<file path="config.mk">
export PLATFORM = sky130hd
export DESIGN_NAME = egpt_out_reg
export DESIGN_NICKNAME = d
export VERILOG_FILES = /design/src/hdl/egpt_pkg.sv /design/src/hdl/egpt_out_reg.sv
export SDC_FILE = /design/constraint.sdc
export NUM_CORES = 1
export LEC_CHECK = 0
export ABC_AREA = 1
export BUFFER_PORTS_ARGS = -buffer_cell sky130_fd_sc_hd__buf_2
export CAP_MARGIN = 10
export CORE_ASPECT_RATIO = 2
export CORE_MARGIN = 10
export CORE_UTILIZATION = 41
export DETAILED_ROUTE_END_ITERATION = 8
export GPL_TIMING_DRIVEN = 0
export HOLD_SLACK_MARGIN = 0.1
export PLACE_DENSITY = 0.78
export SLEW_MARGIN = 40
export SYNTH_ARGS = -nofsm -noshare
export SYNTH_HDL_FRONTEND = slang
export SYNTH_SLANG_ARGS = --single-unit
</file>
<file path="constraint.sdc">
create_clock -name aclk -period 5.1 [get_ports aclk]
set_input_delay 0.51 -clock aclk [delete_from_list [all_inputs] [get_ports aclk]]
set_output_delay 0.51 -clock aclk [all_outputs]
set_load 0.1 [all_outputs]
</file>
<file path="src/hdl/egpt_pkg.sv">
`timescale 1ns / 1ps
`default_nettype none
// ============================================================================
// egpt_pkg
// Shared types, field widths and codes of the epoch grace-period tracker.
// ============================================================================
package egpt_pkg;

    // Field widths of the request and response payloads.
    localparam int KIND_W   = 3;
    localparam int SLOT_W   = 6;
    localparam int STATUS_W = 3;
    localparam int EPOCH_W  = 64;

    // Default sizing of the reader table.
    localparam int MAX_SLOTS_DEF = 64;
    localparam int NEST_BITS_DEF = 8;

    // Amount the global epoch advances on every sync start.
    localparam logic [EPOCH_W-1:0] EPOCH_STEP = EPOCH_W'(2);

    // Request kinds.
    localparam logic [KIND_W-1:0] KIND_REGISTER   = 3'd0;
    localparam logic [KIND_W-1:0] KIND_UNREGISTER = 3'd1;
    localparam logic [KIND_W-1:0] KIND_LOCK       = 3'd2;
    localparam logic [KIND_W-1:0] KIND_UNLOCK     = 3'd3;
    localparam logic [KIND_W-1:0] KIND_SYNC_START = 3'd4;
    localparam logic [KIND_W-1:0] KIND_SYNC_POLL  = 3'd5;

    // Response status codes.
    localparam logic [STATUS_W-1:0] STATUS_OK        = 3'd0;
    localparam logic [STATUS_W-1:0] STATUS_FULL      = 3'd1;
    localparam logic [STATUS_W-1:0] STATUS_UNREG     = 3'd2;
    localparam logic [STATUS_W-1:0] STATUS_NESTED    = 3'd3;
    localparam logic [STATUS_W-1:0] STATUS_UNMATCHED = 3'd4;
    localparam logic [STATUS_W-1:0] STATUS_OVERFLOW  = 3'd5;

    // Request payload.
    typedef struct packed {
        logic [KIND_W-1:0] kind;
        logic [SLOT_W-1:0] slot;
    } egpt_req_t;

    // Response payload.
    typedef struct packed {
        logic [STATUS_W-1:0] status;
        logic [SLOT_W-1:0]   assigned_slot;
        logic [EPOCH_W-1:0]  target_epoch;
        logic                grace_done;
    } egpt_rsp_t;

endpackage : egpt_pkg
`default_nettype wire

</file>
<file path="src/hdl/egpt_out_reg.sv">
`timescale 1ns / 1ps
`default_nettype none
// ============================================================================
// egpt_out_reg
// Output register of the response channel; frees the sequencer while the
// receiver stalls.
// ============================================================================
module egpt_out_reg
    import egpt_pkg::*;
(
    input  wire logic      aclk,
    input  wire logic      aresetn,
    input  wire logic      in_valid,
    output logic           in_ready,
    input  wire egpt_rsp_t in_data,
    output logic           m_valid,
    input  wire logic      m_ready,
    output egpt_rsp_t      m_data
);

    logic      m_valid_reg;
    egpt_rsp_t m_data_reg;

    // Take a new response when empty or when the held one leaves.
    assign in_ready = !m_valid_reg || m_ready;
    assign m_valid  = m_valid_reg;
    assign m_data   = m_data_reg;

    // Valid flag.
    always_ff @(posedge aclk) begin
        if (!aresetn) begin
            m_valid_reg <= 1'b0;
        end else if (in_ready) begin
            m_valid_reg <= in_valid;
        end
    end

    // Held response.
    always_ff @(posedge aclk) begin
        if (in_valid && in_ready) begin
            m_data_reg <= in_data;
        end
    end

endmodule : egpt_out_reg
`default_nettype wire
</file>
== Yosys cells after proc, flatten, opt, wreduce, memory -nomap -nowiden ==
Index checks and enable logic that the tools add are counted.

* Register bits: 75
* Bits in latches: 0
* Bits in writable memories: 0
* Bits in read-only memories: 0
* Input bits: 78
* Output and inout port bits: 76
* Word-level logic and storage cells: 8
* Memories kept: 0

* Add/sub/neg operators: 0
* $mul: 0
* Divide/modulo/power cells: 0
* Magnitude comparators: 0
* Equality and inequality tests: 0
* Shifts and indexed selects: 0
* Mux-type cells: 0
* Bitwise logic cells: 0
* Reduce and logical (&&, ||, !) cells: 3

{| class="wikitable"
|+ Operators by type and width
! kind !! count
|-
| logical AND 1 bit || 1
|-
| logical NOT 1 bit || 1
|-
| logical OR 1 bit || 1
|}

== Longest topological paths before layout ==
* Depth after elaboration: 3
* Depth in mapped cells: 3
* Depth with buffers taken out: 3

== Worst setup path before layout ==
Ideal clock, no wire load.

* Kind: flip-flop to flip-flop
* From: reg m_valid_reg (netlist: m_valid)
* To: reg m_data_reg, in the netlist m_data[0], enable pin
* Library setup time: 0.530 ns
* Data arrival time: 4.428 ns
* Setup slack: 0.142 ns
* Stages on the path, launching flop included: 2
* Path buffers: 0
* Period minus slack after synthesis: 4.958 ns
* Cell sequence: dfxtp_1 > a21oi_1

* Cells in the longest elaborated chain, start to end: 3

{| class="wikitable"
|+ RTL lines
! what !! RTL line !! text
|-
| from (decl) || egpt_out_reg.sv:21 || <nowiki>logic m_valid_reg;</nowiki>
|-
| from (signal assigned) || egpt_out_reg.sv:34 || <nowiki>m_valid_reg <= in_valid;</nowiki>
|-
| logical NOT 1 bit || egpt_out_reg.sv:25 || <nowiki>assign in_ready = !m_valid_reg || m_ready;</nowiki>
|-
| logical OR 1 bit || egpt_out_reg.sv:25 ||
|-
| logical AND 1 bit || egpt_out_reg.sv:40 || <nowiki>if (in_valid && in_ready) begin</nowiki>
|-
| to (signal assigned) || egpt_out_reg.sv:41 || <nowiki>m_data_reg <= in_data;</nowiki>
|-
| to (decl) || egpt_out_reg.sv:22 || <nowiki>egpt_rsp_t m_data_reg;</nowiki>
|}

No other way between the ends.
A chain may end at the register's enable or synchronous reset.

== Worst setup path after layout ==
* From: reg m_valid_reg (netlist: m_valid)
* To: out m_valid

{| class="wikitable"
|+ RTL lines
! what !! RTL line !! text
|-
| to (decl) || egpt_out_reg.sv:16 || <nowiki>output logic m_valid,</nowiki>
|}

No word-level cell between the ends.

==> impl_metrics.tcl <==
set metrics [dict create \
    status "finished clean" \
    antennaDiodeCount 0 \
    post_cts_resized 0 \
    r2r_slack_ns 3.49 \
    rows 38 \
    ys_types 7 \
    p_switching_uw 487.6 \
    hold_viol_final 0 \
    drt-vias-per-instance 4.397 \
    internal-power_uw 941.5 \
    coreArea_um2 5420 \
    fin_crit_sh 0.3387 \
    largest_reg_flops 74 \
    slew_violations 0 \
    synth-seq-cells 75 \
    fin_nets 328 \
    dpl.cell_count 299 \
    cp_slowest_cell "buf_2" \
    min_delay_path_depth 1 \
    timing.rr.start "m_valid" \
    max_freq_mhz 578.9 \
    final_util 0.6173 \
    die_width_um 72.66 \
    portBuffers 153 \
    synth_seq_area_share 0.9862 \
    clk_pin_slew_worst_paths_ns 0.07 \
    timing.setup.tns_ns 0 \
    clockBufferDepth 2 \
    clock_latency_ns 0.34 \
    power.share.clock 0.251 \
    wire_per_inst_um 19.43 \
    syn_inst 81 \
    rsz0062_at_grt "false" \
    cts-root-buf "clkbuf_8" \
    crit_fanout 3 \
    grt_use_total 0.1373 \
    worstPathArrival_ns 1.22 \
    pin_count 154 \
    whs_endpoint "m_data[13]" \
    drive_above_1_share 0.6784 \
    mostFrequentLayoutCell "buf_2" \
    htreeDepth 3 \
    path_cells "buf_2" \
    layout_common_cells "153 x buf_2, 74 x edfxtp_1, 9 x clkbuf_8, 3 x clkbuf_1, 3 x buf_8" \
    cp.required_ns 4.59 \
    wl_mm 6.120 \
    cts_tree "done" \
    powerDensity_nw_per_um2 427.1 \
    max-slew-margin-rel 0.6667 \
    pre_cts_ws_ns 3.199 \
    cp.buffers_inverters 1 \
    finalSetupViolCount 0 \
    instances_no_fill 315 \
    cpLargestDelayFamily "buffers and inverters" \
    critical-path-max-stage-delay_ns 0.46 \
    cts_buffers 9 \
    worst_slack_ns 3.373 \
    detail-route-antenna-nets 0 \
    critPathKind "reg2out" \
    drt_iter0_markers 89 \
    num_vias 1385 \
    cts_hold_buf 0 \
    clock_skew_ns 0.007528 \
    peakVddDrop_v 0.0002903 \
    combPwrFrac 0.239 \
    worstReg2RegEnd "m_data[47]" \
    initial_core_util 0.4194 \
    seq_power_share 0.510 \
    cts_sinks 75 \
    grt_max_degree 17 \
    critPathCaptureType "primary output" \
    dp_hpwl_mm 5.024 \
    gp_congestion 0.6986 \
    syn-num-nets 159 \
    maxCapViolations 0 \
    critPathLaunchType "flip-flop" \
    switching_share 0.3412 \
    fin_crit_ns 1.727 \
    area_growth_pct 47.17 \
    grt-ovfl-total 0 \
    grt_first_pass_wirelength_mm 9.135 \
    die_h_um 125.3 \
    p_leak_nw 1.461 \
    drc 0 \
    yosysWarnings 0 \
    tightest_slew_ns 0.5034 \
    antenna_found_initial 0 \
    worstRegToRegCells 4 \
    syn_area_um2 2273 \
    min_path_type "in2reg" \
    syn_avg_cell_area_um2 28.07 \
    dr.pass1.iters 4 \
    min_from "in_data[13]" \
    dieArea_um2 9104 \
    grt_pass1_vias 1590 \
    post_cts.repair.setup_buffers 0 \
]
## power by group through the flow
stage	sequential [mW]	clock, mW	combinational [mW]
CTS	0.729	0.373	0.345
finish	0.728	0.359	0.342
floorplan	0.999	0	0.0149
global placement	0.746	0	0.332
detailed placement	0.742	0	0.345
global route	0.731	0.403	0.352
## final cells by class
cell class | instances | area (um^2)
clock buffer | 12 | 135.1
clock inverter | 4 | 17.52
fill | 440 | 2074
inverter | 3 | 11.26
multi-input combinational | 3 | 31.28
sequential | 75 | 2242
tap | 60 | 75.07
timing repair buffer | 158 | 833.3
## cells in the mapped netlist
| cell type | count | area share |
|---|---|---|
| inv_1 | 2 | 0.0033 |
| nand2_2 | 1 | 0.0028 |
| a21oi_2 | 1 | 0.0039 |
| dfxtp_1 | 1 | 0.0088 |
| a21oi_1 | 1 | 0.0022 |
| edfxtp_1 | 74 | 0.98 |
| inv_2 | 1 | 0.0016 |
## per-layer routing
metal,share of wire,vias up,global-route usage
li1,-,659,-
met1,0.28,635,0.1155
met2,0.58,80,0.2369
met3,0.12,11,0.08234
met4,0.021,0,0.07191
met5,0,-,0
## per-stage QoR
| stage | power, mW | hold slack (ns) | cell area [um^2] |
|---|---|---|---|
| global route | 1.486 | 0.3129 | 3346 |
| finish | 1.429 | 0.3378 | 3346 |
| CTS | 1.447 | 0.3225 | 3346 |
| floorplan | 1.014 | 0.6089 | 2273 |
| detailed placement | 1.087 | 0.5268 | 3193 |
| global placement | 1.078 | 0.4793 | 3114 |
## cell families after synthesis
family          after synthesis  synth area share
buf+inv                       3          0.004953
compound gates                2          0.006053
flops                        75            0.9862
simple gates                  1          0.002754
## worst max path at each step
stage                      end  cells after the start      from
global placement    m_data[23]                      3  in_valid
global route           m_valid                      1   m_valid
finish                 m_valid                      1   m_valid
floorplan            m_data[0]                      1   m_valid
CTS                    m_valid                      1   m_valid
detailed placement  m_data[47]                      6  in_valid
(Power assumes the default switching activity.)
